==> src/apa_pkg.sv <==
// ----------------------------------------------------------------------------
// Addressed packet pulse alert package
// Constants and codes for the alert unit.
// ----------------------------------------------------------------------------
package apa_pkg;

    // Address every receiver answers to
    localparam logic [7:0]  BROADCAST_ADDR    = 8'hFF;
    // Milliseconds in one on/off time unit
    localparam logic [14:0] UNIT_MS           = 15'd100;

    // Configuration register indexes
    localparam logic        CFG_LOCAL_ADDRESS = 1'b0;
    localparam logic        CFG_STARTUP_HOLD  = 1'b1;

    // Configuration reset values
    localparam logic [7:0]  LOCAL_ADDR_RESET  = 8'hBB;
    localparam logic [15:0] STARTUP_HOLD_RESET = 16'd2000;

    // Header byte positions within a packet
    localparam logic [2:0]  POS_RECIPIENT     = 3'd1;
    localparam logic [2:0]  POS_PULSE_COUNT   = 3'd3;
    localparam logic [2:0]  POS_ON_TIME       = 3'd4;
    localparam logic [2:0]  POS_OFF_TIME      = 3'd5;
    localparam logic [2:0]  POS_LENGTH        = 3'd6;
    localparam logic [2:0]  POS_PAYLOAD       = 3'd7;

    // Input beat kinds
    localparam logic        CMD_TICK          = 1'b0;
    localparam logic        CMD_BYTE          = 1'b1;

    // Saturation limits
    localparam logic [15:0] ELAPSED_MAX       = 16'hFFFF;
    localparam logic [14:0] PHASE_MAX         = 15'h7FFF;
    localparam logic [8:0]  PAYLOAD_MAX       = 9'h1FF;

    // Packet status codes reported on the last byte
    typedef enum logic [2:0] {
        STATUS_NONE       = 3'd0,
        STATUS_ACCEPTED   = 3'd1,
        STATUS_BAD_LENGTH = 3'd2,
        STATUS_NOT_ADDR   = 3'd3,
        STATUS_STARTUP    = 3'd4
    } status_t;

endpackage

==> src/apa_in_if.sv <==
// ----------------------------------------------------------------------------
// Alert input channel
// Valid/ready channel carrying ticks and received packet bytes.
// ----------------------------------------------------------------------------
interface apa_in_if;
    logic       valid;
    logic       ready;
    logic       command;
    logic [7:0] data_byte;
    logic       last_byte;

    modport source (output valid, output command, output data_byte,
                    output last_byte, input ready);
    modport sink   (input valid, input command, input data_byte,
                    input last_byte, output ready);
endinterface

==> src/apa_out_if.sv <==
// ----------------------------------------------------------------------------
// Alert result channel
// Valid/ready channel carrying one result beat per input beat.
// ----------------------------------------------------------------------------
interface apa_out_if;
    logic       valid;
    logic       ready;
    logic       motor_drive;
    logic [2:0] packet_status;
    logic       pattern_active;

    modport source (output valid, output motor_drive, output packet_status,
                    output pattern_active, input ready);
    modport sink   (input valid, input motor_drive, input packet_status,
                    input pattern_active, output ready);
endinterface

==> src/addressed_packet_pulse_alert_unit.sv <==
// ----------------------------------------------------------------------------
// Addressed packet pulse alert unit
// Parses addressed packets and drives a timed pulse pattern on acceptance.
// ----------------------------------------------------------------------------
// Usage:
//   in_ch  carries one beat per 1 ms tick (command 0) or per packet byte
//          (command 1, last_byte marks the end of a packet).
//   out_ch returns exactly one beat per input beat: motor drive level,
//          packet status (nonzero only on a last byte) and pattern activity.
//   cfg_we/cfg_index/cfg_data write local_address (index 0) and
//          startup_hold_ms (index 1); write only while the unit is idle.
// Result: a result beat is registered and becomes valid in the cycle after its input beat is taken.
// Throughput: one beat per cycle while out_ch takes results; all per-beat work is
//   combinational between the state registers and the result register.
// Stall: the result register is the only buffer; in_ch.ready drops while a
//   result waits and out_ch.ready is low, and no beat is lost.
// Reset: the pattern stops, header fields return to three pulses, 500 ms on,
//   200 ms off, and packets are ignored until the startup hold has counted
//   out in ticks.
// ----------------------------------------------------------------------------
module addressed_packet_pulse_alert_unit (
    input  logic        clk,
    input  logic        rst_n,
    apa_in_if.sink      in_ch,
    apa_out_if.source   out_ch,
    input  logic        cfg_we,
    input  logic        cfg_index,
    input  logic [15:0] cfg_data
);
    import apa_pkg::*;

    // Configuration registers
    logic [7:0]  local_address_reg;
    logic [15:0] startup_hold_reg;

    // Block state
    logic [15:0] startup_elapsed_reg, startup_elapsed_next;
    logic        startup_done_reg, startup_done_next;
    logic [2:0]  byte_position_reg, byte_position_next;
    logic [7:0]  recipient_seen_reg, recipient_seen_next;
    logic [7:0]  pulse_target_reg, pulse_target_next;
    logic [7:0]  on_units_reg, on_units_next;
    logic [7:0]  off_units_reg, off_units_next;
    logic [7:0]  declared_length_reg, declared_length_next;
    logic [8:0]  payload_count_reg, payload_count_next;
    logic        active_flag_reg, active_flag_next;
    logic        drive_level_reg, drive_level_next;
    logic [14:0] phase_timer_reg, phase_timer_next;
    logic [7:0]  pulses_done_reg, pulses_done_next;

    // Result register
    logic        out_valid_reg;
    status_t     status_reg, status_next;

    logic        in_fire;
    logic        done_at_start;
    logic        done_after_tick;
    logic [7:0]  pulses_inc;
    logic [14:0] off_limit;
    logic [14:0] on_limit;

    assign in_ch.ready = !out_valid_reg || out_ch.ready;
    assign in_fire     = in_ch.valid && in_ch.ready;

    // Phase limits in ms, at most 25500 so they fit the timer width
    assign off_limit = 15'(off_units_reg) * UNIT_MS;
    assign on_limit  = 15'(on_units_reg) * UNIT_MS;
    assign pulses_inc = pulses_done_reg + 8'd1;

    // Next state for one accepted beat
    always_comb
    begin
        startup_elapsed_next = startup_elapsed_reg;
        startup_done_next    = startup_done_reg;
        byte_position_next   = byte_position_reg;
        recipient_seen_next  = recipient_seen_reg;
        pulse_target_next    = pulse_target_reg;
        on_units_next        = on_units_reg;
        off_units_next       = off_units_reg;
        declared_length_next = declared_length_reg;
        payload_count_next   = payload_count_reg;
        active_flag_next     = active_flag_reg;
        drive_level_next     = drive_level_reg;
        phase_timer_next     = phase_timer_reg;
        pulses_done_next     = pulses_done_reg;
        status_next          = STATUS_NONE;
        done_at_start        = startup_done_reg || (startup_elapsed_reg >= startup_hold_reg);
        done_after_tick      = done_at_start;

        if (in_fire)
        begin
            startup_done_next = done_at_start;
            if (in_ch.command == CMD_BYTE)
            begin
                if (!done_at_start)
                begin
                    // Still in startup hold: drop the byte
                    byte_position_next = '0;
                    payload_count_next = '0;
                    status_next        = in_ch.last_byte ? STATUS_STARTUP : STATUS_NONE;
                end
                else
                begin
                    // Latch header fields as they pass
                    unique case (byte_position_reg)
                        POS_RECIPIENT:   recipient_seen_next  = in_ch.data_byte;
                        POS_PULSE_COUNT: pulse_target_next    = in_ch.data_byte;
                        POS_ON_TIME:     on_units_next        = in_ch.data_byte;
                        POS_OFF_TIME:    off_units_next       = in_ch.data_byte;
                        POS_LENGTH:      declared_length_next = in_ch.data_byte;
                        POS_PAYLOAD:
                        begin
                            if (payload_count_reg != PAYLOAD_MAX)
                                payload_count_next = payload_count_reg + 9'd1;
                        end
                        default: ;
                    endcase

                    if (!in_ch.last_byte)
                    begin
                        if (byte_position_reg != POS_PAYLOAD)
                            byte_position_next = byte_position_reg + 3'd1;
                    end
                    else
                    begin
                        // End of packet: judge it
                        priority if (byte_position_reg < POS_LENGTH)
                            status_next = STATUS_BAD_LENGTH;
                        else if (payload_count_next != {1'b0, declared_length_next})
                            status_next = STATUS_BAD_LENGTH;
                        else if (recipient_seen_next != local_address_reg &&
                                 recipient_seen_next != BROADCAST_ADDR)
                            status_next = STATUS_NOT_ADDR;
                        else
                        begin
                            status_next      = STATUS_ACCEPTED;
                            pulses_done_next = '0;
                            phase_timer_next = '0;
                            drive_level_next = 1'b0;
                            active_flag_next = (pulse_target_next != 8'd0);
                        end
                        byte_position_next = '0;
                        payload_count_next = '0;
                    end
                end
            end
            else
            begin
                // Millisecond tick: advance startup count, then the pattern
                if (startup_elapsed_reg != ELAPSED_MAX)
                    startup_elapsed_next = startup_elapsed_reg + 16'd1;
                done_after_tick   = done_at_start || (startup_elapsed_next >= startup_hold_reg);
                startup_done_next = done_after_tick;

                if (done_after_tick && active_flag_reg)
                begin
                    if (phase_timer_reg != PHASE_MAX)
                        phase_timer_next = phase_timer_reg + 15'd1;
                    if (!drive_level_reg)
                    begin
                        if (phase_timer_next >= off_limit)
                        begin
                            drive_level_next = 1'b1;
                            phase_timer_next = '0;
                        end
                    end
                    else if (phase_timer_next >= on_limit)
                    begin
                        drive_level_next = 1'b0;
                        phase_timer_next = '0;
                        pulses_done_next = pulses_inc;
                        if (pulses_inc == pulse_target_reg)
                            active_flag_next = 1'b0;
                    end
                end
            end
        end
    end

    // Configuration writes
    always_ff @(posedge clk or negedge rst_n)
    begin
        if (!rst_n)
        begin
            local_address_reg <= LOCAL_ADDR_RESET;
            startup_hold_reg  <= STARTUP_HOLD_RESET;
        end
        else if (cfg_we)
        begin
            unique case (cfg_index)
                CFG_LOCAL_ADDRESS: local_address_reg <= cfg_data[7:0];
                CFG_STARTUP_HOLD:  startup_hold_reg  <= cfg_data;
                default: ;
            endcase
        end
    end

    // Block state and result valid
    always_ff @(posedge clk or negedge rst_n)
    begin
        if (!rst_n)
        begin
            startup_elapsed_reg <= '0;
            startup_done_reg    <= 1'b0;
            byte_position_reg   <= '0;
            recipient_seen_reg  <= '0;
            pulse_target_reg    <= 8'd3;
            on_units_reg        <= 8'd5;
            off_units_reg       <= 8'd2;
            declared_length_reg <= '0;
            payload_count_reg   <= '0;
            active_flag_reg     <= 1'b0;
            drive_level_reg     <= 1'b0;
            phase_timer_reg     <= '0;
            pulses_done_reg     <= '0;
            out_valid_reg       <= 1'b0;
        end
        else
        begin
            startup_elapsed_reg <= startup_elapsed_next;
            startup_done_reg    <= startup_done_next;
            byte_position_reg   <= byte_position_next;
            recipient_seen_reg  <= recipient_seen_next;
            pulse_target_reg    <= pulse_target_next;
            on_units_reg        <= on_units_next;
            off_units_reg       <= off_units_next;
            declared_length_reg <= declared_length_next;
            payload_count_reg   <= payload_count_next;
            active_flag_reg     <= active_flag_next;
            drive_level_reg     <= drive_level_next;
            phase_timer_reg     <= phase_timer_next;
            pulses_done_reg     <= pulses_done_next;
            if (in_fire)
                out_valid_reg <= 1'b1;
            else if (out_ch.ready)
                out_valid_reg <= 1'b0;
        end
    end

    // Result payload, loaded with each accepted beat
    always_ff @(posedge clk)
    begin
        if (in_fire)
            status_reg <= status_next;
    end

    // Drive level and activity only change on accepted beats, so the
    // state registers double as the result fields
    assign out_ch.valid          = out_valid_reg;
    assign out_ch.motor_drive    = drive_level_reg;
    assign out_ch.pattern_active = active_flag_reg;
    assign out_ch.packet_status  = status_reg;

    // Output is only driven inside a running pattern
    assert property (@(posedge clk) disable iff (!rst_n)
        drive_level_reg |-> active_flag_reg)
        else $error("alert drive high without an active pattern");

    // No pattern can start before the startup hold ends
    assert property (@(posedge clk) disable iff (!rst_n)
        !startup_done_reg |-> !active_flag_reg)
        else $error("pattern active during startup hold");

    // Startup completion never reverts
    assert property (@(posedge clk) disable iff (!rst_n)
        startup_done_reg |=> startup_done_reg)
        else $error("startup done flag cleared");

    // Input back-pressure only comes from a waiting result
    assert property (@(posedge clk) disable iff (!rst_n)
        !in_ch.ready |-> (out_valid_reg && !out_ch.ready))
        else $error("input stalled without a pending result");

endmodule
==> src/flat_wrapper.sv <==
// flat-port wrapper written by rule: the top's interface ports become plain ports
module addressed_packet_pulse_alert_unit_flat import apa_pkg::*;
  (clk, rst_n, cfg_we, cfg_index, cfg_data, in_ch_valid, in_ch_command, in_ch_data_byte, in_ch_last_byte, in_ch_ready, out_ch_valid, out_ch_motor_drive, out_ch_packet_status, out_ch_pattern_active, out_ch_ready);
  apa_in_if in_ch_i ();
  apa_out_if out_ch_i ();
  input  logic clk;
  input  logic rst_n;
  input  logic cfg_we;
  input  logic cfg_index;
  input  logic [15:0] cfg_data;
  input wire logic [$bits(in_ch_i.valid)-1:0] in_ch_valid;
  input wire logic [$bits(in_ch_i.command)-1:0] in_ch_command;
  input wire logic [$bits(in_ch_i.data_byte)-1:0] in_ch_data_byte;
  input wire logic [$bits(in_ch_i.last_byte)-1:0] in_ch_last_byte;
  output wire logic [$bits(in_ch_i.ready)-1:0] in_ch_ready;
  output wire logic [$bits(out_ch_i.valid)-1:0] out_ch_valid;
  output wire logic [$bits(out_ch_i.motor_drive)-1:0] out_ch_motor_drive;
  output wire logic [$bits(out_ch_i.packet_status)-1:0] out_ch_packet_status;
  output wire logic [$bits(out_ch_i.pattern_active)-1:0] out_ch_pattern_active;
  input wire logic [$bits(out_ch_i.ready)-1:0] out_ch_ready;
  assign in_ch_i.valid = in_ch_valid;
  assign in_ch_i.command = in_ch_command;
  assign in_ch_i.data_byte = in_ch_data_byte;
  assign in_ch_i.last_byte = in_ch_last_byte;
  assign in_ch_ready = in_ch_i.ready;
  assign out_ch_valid = out_ch_i.valid;
  assign out_ch_motor_drive = out_ch_i.motor_drive;
  assign out_ch_packet_status = out_ch_i.packet_status;
  assign out_ch_pattern_active = out_ch_i.pattern_active;
  assign out_ch_i.ready = out_ch_ready;
  addressed_packet_pulse_alert_unit u_core (.clk(clk), .rst_n(rst_n), .in_ch(in_ch_i), .out_ch(out_ch_i), .cfg_we(cfg_we), .cfg_index(cfg_index), .cfg_data(cfg_data));
endmodule
==> config.mk <==
export PLATFORM = sky130hd
export DESIGN_NAME = addressed_packet_pulse_alert_unit_flat
export DESIGN_NICKNAME = d
export VERILOG_FILES = /design/src/apa_pkg.sv /design/src/apa_in_if.sv /design/src/apa_out_if.sv /design/src/addressed_packet_pulse_alert_unit.sv /design/src/flat_wrapper.sv
export SDC_FILE = /design/constraint.sdc
export NUM_CORES = 1
export LEC_CHECK = 0
export ABC_AREA = 1
export BUFFER_PORTS_ARGS = -buffer_cell sky130_fd_sc_hd__buf_4
export CAP_MARGIN = 30
export CORE_UTILIZATION = 55
export DETAILED_ROUTE_END_ITERATION = 12
export PLACE_DENSITY = 0.72
export SYNTH_ARGS = -nofsm -noshare
export SYNTH_HDL_FRONTEND = slang
export SYNTH_SLANG_ARGS = --single-unit
==> constraint.sdc <==
create_clock -name clk -period 7.24 [get_ports clk]
set_input_delay 1.448 -clock clk [delete_from_list [all_inputs] [get_ports clk]]
set_output_delay 1.448 -clock clk [all_outputs]
set_load 0.03 [all_outputs]
==> reports/qor.csv, run 1 <==
stage,metric,value,unit
layout,most frequent cells in the layout,"nand2_1, inv_1, ha_1",
worst_hold_path,WHS Path Cells,2,
job,maxcap violations,0,
synthesis,syn nets,1495,
pwr,combinational share of power,0.405,
synthesis,"Distinct cells, synth",48,
timing,Final setup viols,0,
global_route,first-pass GRT wire length,39400,µm
pwr,power density cells,290,mW/mm²
global_route,Overall Global Routing Usage,0.272,
pwr,Switch Pwr,1260,µW
synthesis,sequential cell area fraction in the yosys report,0.316,
floorplan,IO Pins,39,
timing,Hold Fails Final Rpt,0,
synthesis,Post-synth top flop,dfrtp_1,
layout,Filler cells,1589,
drt,DRC errors left,0,
clocking,CTS tree,yes,
layout,Syn-to-layout area delta,10.8,%
timing,final slew viol count,0,
worst_setup_path,WS Path Type,reg -> reg,
pwr,Clk pwr share,0.288,
place,Post-DP HPWL,17400,µm
timing,Hold Slack,0.487,ns
worst_setup_path,Crit Path Max Fanout,15,
place,GPL Wtd Cong,0.909,
drt,DR vias,8601,
clocking,total setup buffers inserted after CTS,0,
synthesis,Mapped Area,0.00978,mm²
floorplan,Die Ht,135,µm
global_route,initial antenna violation count,0,
timing,unrepaired setup endpoints after global routing,false,
timing,Tcrit/Tclk final,0.650,
clocking,CTS Buffer Depth,2,
floorplan,FP Rows,48,
drt,First-pass DRT Iterations,5,
timing,Worst Skew,0.00751,ns
clocking,clock-pin slew on the worst setup and hold paths,0.06,ns
clocking,clock latency on the worst-skew pair,0.42,ns
floorplan,die area,0.0183,mm²
synthesis,Mapped Cells,1331,
pwr,sw frac,0.400,
clocking,hold_buf cts,0,
synthesis,ys async rst share,0.975,
drt,Detail Route Antenna Nets,0,
synthesis,number of synthesized flops with an enable pin,3,
worst_hold_path,Tightest Hold Check Type,reg -> reg,
timing,Slew HR,0.292,
worst_setup_path,reg2reg start,u_core.on_units_reg[2]$_DFFE_PN1P_,
timing,fmax,0.212,GHz
floorplan,CORE AREA,0.0174,mm²
layout,ant diodes,0,
worst_setup_path,startpoint types,flip-flop,
worst_setup_path,worst r2r dst,u_core.phase_timer_reg[9]$_DFFE_PN0P_,
clocking,Clock Sinks,122,
pwr,P_leak,0.00577,µW
layout,Post-layout nets,1528,
layout,storage element area,0.00309,mm²
timing,min cycle time layout,4.71,ns
drt,routed wire length,23300,µm
floorplan,die width,135,µm
global_route,vias in the first global route,8160,
worst_hold_path,worst-case hold path end point,u_core.startup_hold_reg[3]$_DFFE_PN0P_,
synthesis,Yosys warning count,0,
global_route,largest net degree at the start of global routing,61,
place,PortBufs,38,
global_route,total congestion overflow,0,
timing,setup TNS,0,ns
drt,Iteration-0 DRC Markers,628,
worst_setup_path,r2r worst-path depth,21,
timing,worst-margin pin slew,1.05,ns
synthesis,post-synthesis average cell area,7.35,µm²
pwr,maximum vdd drop,0.000208,V
clocking,PostCTS Resize Cnt,0,
worst_setup_path,Crit. End Element,flip-flop,
status,outcome,completed,
worst_setup_path,WP data required,7.60,ns
pwr,Seq pwr share,0.307,
floorplan,Starting Density,0.563,
pwr,Pint,1890,µW
clocking,H-tree depth,4,
drt,Vias/cell,5.37,
layout,Multi-input gate area,0.00583,mm²
worst_setup_path,R2R Setup Slk,2.53,ns
drt,DR WL/cell,14.5,µm
layout,share of cells above drive strength 1,0.0966,
clocking,CTS buffer count,17,
synthesis,#FFs+latches synth,122,
layout,"most common cell after layout, fill and taps aside",nand2_1,
worst_setup_path,WP data arrival,5.07,ns
worst_hold_path,HP Start,u_core.startup_hold_reg[3]$_DFFE_PN0P_,
clocking,Root Buffer,clkbuf_16,
## how the worst max path moves through the flow
| stage | endpoint | slack [ns] | from | cells after the start |
|---|---|---|---|---|
| after floorplan | u_core.phase_timer_reg[5]$_DFFE_PN0P_ | 3.03 | u_core.on_units_reg[3]$_DFFE_PN0P_ | 23 |
| after global placement | u_core.phase_timer_reg[14]$_DFFE_PN0P_ | 2.73 | u_core.on_units_reg[3]$_DFFE_PN0P_ | 22 |
| after detailed placement | u_core.phase_timer_reg[13]$_DFFE_PN0P_ | 2.63 | u_core.on_units_reg[3]$_DFFE_PN0P_ | 22 |
| after CTS | u_core.phase_timer_reg[9]$_DFFE_PN0P_ | 2.59 | u_core.on_units_reg[2]$_DFFE_PN1P_ | 21 |
| after global routing | u_core.phase_timer_reg[7]$_DFFE_PN0P_ | 2.12 | u_core.on_units_reg[3]$_DFFE_PN0P_ | 22 |
| final | u_core.phase_timer_reg[9]$_DFFE_PN0P_ | 2.53 | u_core.on_units_reg[2]$_DFFE_PN1P_ | 21 |
## synthesized netlist by cell type, types with 3 or more instances
| cell type | n | area [µm²] |
|---|---|---|
| xnor2_1 | 13 | 114 |
| nor2_1 | 72 | 270 |
| a21oi_1 | 78 | 390 |
| nand2_4 | 3 | 33.8 |
| dfstp_2 | 17 | 447 |
| nand2_2 | 13 | 81.3 |
| o211ai_1 | 4 | 30.0 |
| inv_1 | 181 | 679 |
| nor2_2 | 5 | 31.3 |
| edfxtp_1 | 3 | 90.1 |
| o21a_1 | 3 | 22.5 |
| o21ai_1 | 5 | 25.0 |
| nand4_1 | 18 | 113 |
| o21ai_0 | 106 | 531 |
| o32ai_1 | 3 | 26.3 |
| nor3_1 | 11 | 55.1 |
| a21o_1 | 3 | 22.5 |
| nand3_1 | 91 | 455 |
| o21ai_2 | 9 | 78.8 |
| o22ai_1 | 5 | 31.3 |
| nand2_1 | 372 | 1400 |
| ha_1 | 126 | 1580 |
| fa_1 | 6 | 120 |
| buf_2 | 4 | 20.0 |
| inv_2 | 3 | 11.3 |
| nand3b_1 | 5 | 37.5 |
| xor2_1 | 22 | 193 |
| dfrtp_1 | 102 | 2550 |
| nor4_1 | 5 | 31.3 |
| clkbuf_1 | 17 | 63.8 |
## worst max-delay path, cell delays in order, from the launching register on
cell      delay, ns
dfstp_2        0.57
ha_1           0.24
ha_1           0.31
fa_1           0.46
ha_1           0.36
a21oi_1        0.14
nand2_1        0.10
a21o_1         0.17
a21oi_1        0.20
inv_1          0.07
a21oi_1        0.12
nor2_1         0.05
nor2_1         0.10
xor2_1         0.17
ha_1           0.25
nand2_1        0.10
nor2_1         0.06
a211oi_1       0.38
nand3_2        0.37
a21oi_1        0.27
nand2_1        0.08
nand2_1        0.06
## per-layer routing
layer,wire length [µm],global-route usage
met1,11400,0.379
met2,10500,0.430
met3,907,0.0412
met4,363,0.0918
met5,0,0
## final cells by class
type / instances / area share
multi-input combinational: 996 / 0.538
sequential: 122 / 0.285
inverter: 185 / 0.0641
clock buffer: 22 / 0.0448
timing repair buffer: 42 / 0.0291
tap: 225 / 0.0260
clock inverter: 10 / 0.0128
## stage by stage
step | worst slack (ns) | util | total power, µW | instances | instance area, µm²
floorplan | 3.03 | - | 1920 | 1331 | 9780
global placement | 2.73 | 0.588 | 2190 | 1570 | 10200
detailed placement | 2.63 | 0.588 | 2230 | 1570 | 10200
CTS | 2.59 | 0.624 | 3150 | 1602 | 10800
global route | 2.12 | 0.624 | 3400 | 1602 | 10800
finish | 2.53 | 0.624 | 3140 | 1602 | 10800
## cells by family after synthesis
| group | Yosys count | synth area share |
|---|---|---|
| DFF | 122 | 0.316 |
| adders and majority gates | 132 | 0.174 |
| and+or+nand+nor | 604 | 0.266 |
| buffers and inverters | 213 | 0.0878 |
| xor gates and xnor gates | 35 | 0.0313 |
| AOI/OAI and AO/OA | 225 | 0.125 |
## power by group through the flow
stage	sequential (µW)	combinational, µW	clock [µW]
finish	965	1270	906
global route	983	1470	945
floorplan	945	980	0
global placement	967	1220	0
CTS	964	1270	917
detailed placement	973	1260	0
Note: power is estimated with default switching activity, not from simulation.
==> run 2, diff against run 1 <==
==> constraint.sdc (replaced) <==
create_clock -name clk -period 4.7 [get_ports clk]
set_input_delay 0.94 -clock clk [delete_from_list [all_inputs] [get_ports clk]]
set_output_delay 0.94 -clock clk [all_outputs]
set_load 0.03 [all_outputs]
==> reports/qor.csv, run 2 (same netlist as run 1, synthesis figures left out) <==
stage,metric,value,unit
worst_setup_path,first element of the critical path,u_core.on_units_reg[3]$_DFFE_PN0P_,
job,maxcap violations,0,
global_route,total congestion overflow,0,
place,"worst slack, placed",0.156,ns
layout,most frequent cells in the layout,"nand2_1, inv_1, ha_1",
worst_setup_path,reg2reg start,u_core.on_units_reg[3]$_DFFE_PN0P_,
clocking,clock latency on the worst-skew pair,0.43,ns
worst_hold_path,WHS Path Cells,2,
global_route,GRT met3 Usage,0.0419,
layout,ant diodes,0,
timing,final slew viol count,0,
clocking,CTS buffer count,17,
worst_hold_path,Tightest Hold Check Type,reg -> reg,
floorplan,Die Ht,135,µm
worst_setup_path,critical path's top delay family,adder cells,
worst_setup_path,WS Path Type,reg -> reg,
clocking,Root Buffer,clkbuf_16,
worst_setup_path,WP data arrival,4.73,ns
place,Post-DP HPWL,17100,µm
timing,fmax,0.227,GHz
timing,Tcrit/Tclk final,0.938,
clocking,clock-pin slew on the worst setup and hold paths,0.06,ns
global_route,Overall Global Routing Usage,0.262,
timing,Hold Fails Final Rpt,0,
place,GPL Wtd Cong,0.876,
timing,Final setup viols,0,
place,dpl cells,1574,
worst_setup_path,CP peak stage delay,0.49,ns
clocking,CTS Buffer Depth,2,
global_route,first-pass GRT wire length,37700,µm
clocking,CTS tree,yes,
drt,Vias/cell,5.32,
floorplan,IO Pins,39,
worst_setup_path,Crit. End Element,flip-flop,
global_route,Most Crowded Layer GR,met2,
worst_setup_path,WP data required,5.02,ns
layout,"most common cell after layout, fill and taps aside",nand2_1,
drt,DR WL/cell,14.1,µm
layout,Syn-to-layout area delta,11.1,%
worst_setup_path,startpoint types,flip-flop,
layout,Non-Filler Instances,1609,
worst_setup_path,Critical-path top delay cell,fa_1,
place,PortBufs,38,
drt,DR vias,8565,
clocking,H-tree depth,4,
drt,routed wire length,22700,µm
pwr,power density cells,439,mW/mm²
global_route,largest net degree at the start of global routing,67,
drt,Detail Route Antenna Nets,0,
floorplan,FP Rows,48,
global_route,initial antenna violation count,0,
drt,DRC errors left,0,
worst_setup_path,cell count along the critical path,24,
pwr,maximum vdd drop,0.000394,V
global_route,vias in the first global route,7815,
timing,Worst Skew,0.00869,ns
drt,First-pass DRT Iterations,5,
worst_setup_path,R2R Setup Slk,0.29,ns
pwr,P_leak,0.00579,µW
worst_setup_path,Critical Path Sink,u_core.pulses_done_reg[1]$_DFFE_PN0P_,
floorplan,die area,0.0183,mm²
worst_setup_path,Crit Path Max Fanout,5,
drt,Iteration-0 DRC Markers,603,
floorplan,die width,135,µm
worst_setup_path,worst r2r dst,u_core.pulses_done_reg[1]$_DFFE_PN0P_,
timing,Final WS setup,0.289,ns
worst_setup_path,r2r worst-path depth,24,
layout,Filler cells,1545,
timing,Slew HR,0.341,
worst_setup_path,WP buf/inv,3,
global_route,met1 Use GR,0.356,
floorplan,Starting Density,0.563,
timing,min cycle time layout,4.41,ns
timing,worst-margin pin slew,0.986,ns
layout,Post-layout nets,1535,
status,outcome,completed,
layout,share of cells above drive strength 1,0.105,
worst_setup_path,CP most frequent cell,nand2_1,
global_route,GR Util met2,0.417,
worst_setup_path,worst path cell trace,"ha_1, ha_1, inv_1, fa_1, inv_1, ha_4, a21oi_1, o21ai_1, a21o_1, a21oi_2, nor2_1, o21ai_0, nand2_1, xor2_1, ha_1, nand2_1, nor2_1, a211oi_2, nand3_1, nand2_1, nor2_4, buf_4, nand3_1, nand2_1",
floorplan,CORE AREA,0.0174,mm²
clocking,Clock Sinks,122,
[run 2: area by class of cell]
type                       instances  area (µm²)  area share
timing repair buffer              49         368      0.0339
multi-input combinational        996        5870       0.540
inverter                         185         694      0.0639
tap                              225         282      0.0259
clock inverter                    13         119      0.0109
sequential                       122        3090       0.284
clock buffer                      19         443      0.0408
[run 2: worst min-delay path, cell delays in order, from the launching register on]
cell and delay, ns:
dfrtp_1 0.34, nand2_1 0.05, nand2_1 0.06
[run 2: metrics by stage]
stage | cell area (µm²) | hold slack (ns) | setup TNS [ns] | total power [µW] | utilization
after floorplan | 9780 | 0.449 | 0 | 2970 | -
after global placement | 10200 | 0.464 | 0 | 3370 | 0.590
after detailed placement | 10200 | 0.466 | 0 | 3430 | 0.590
after CTS | 10800 | 0.483 | 0 | 4720 | 0.622
after global routing | 10900 | 0.507 | -0.0352 | 5160 | 0.626
final | 10900 | 0.480 | 0 | 4770 | 0.626
[run 2: repair_timing]
item                       in CTS  in global routing
resized for setup               0                  6
hold buffers                    0                  0
setup endpoints to repair       0                 24
buffers inserted                0                  3
[run 2: report_power, final]
group	switching [µW]	leakage [µW]	total (µW)	internal (µW)
registers	191	0.00156	1480	1290
clock network	526	0.000279	1270	744
logic	1240	0.00395	2020	773
total	1960	0.00579	4770	2810
[run 2: worst min-delay path by stage]
stage                                                           to                                      from
after CTS                 u_core.recipient_seen_reg[1]$_DFFE_PN0P_  u_core.recipient_seen_reg[1]$_DFFE_PN0P_
after detailed placement  u_core.recipient_seen_reg[1]$_DFFE_PN0P_  u_core.recipient_seen_reg[1]$_DFFE_PN0P_
after floorplan           u_core.recipient_seen_reg[2]$_DFFE_PN0P_  u_core.recipient_seen_reg[2]$_DFFE_PN0P_
after global routing      u_core.recipient_seen_reg[1]$_DFFE_PN0P_  u_core.recipient_seen_reg[1]$_DFFE_PN0P_
after global placement    u_core.recipient_seen_reg[1]$_DFFE_PN0P_  u_core.recipient_seen_reg[1]$_DFFE_PN0P_
final                     u_core.recipient_seen_reg[4]$_DFFE_PN0P_  u_core.recipient_seen_reg[4]$_DFFE_PN0P_
[run 2: layer usage]
metal,up-vias,share of wire
met4,0,0.026
li1,4447,-
met1,3901,0.48
met5,-,0
met2,184,0.45
met3,33,0.039
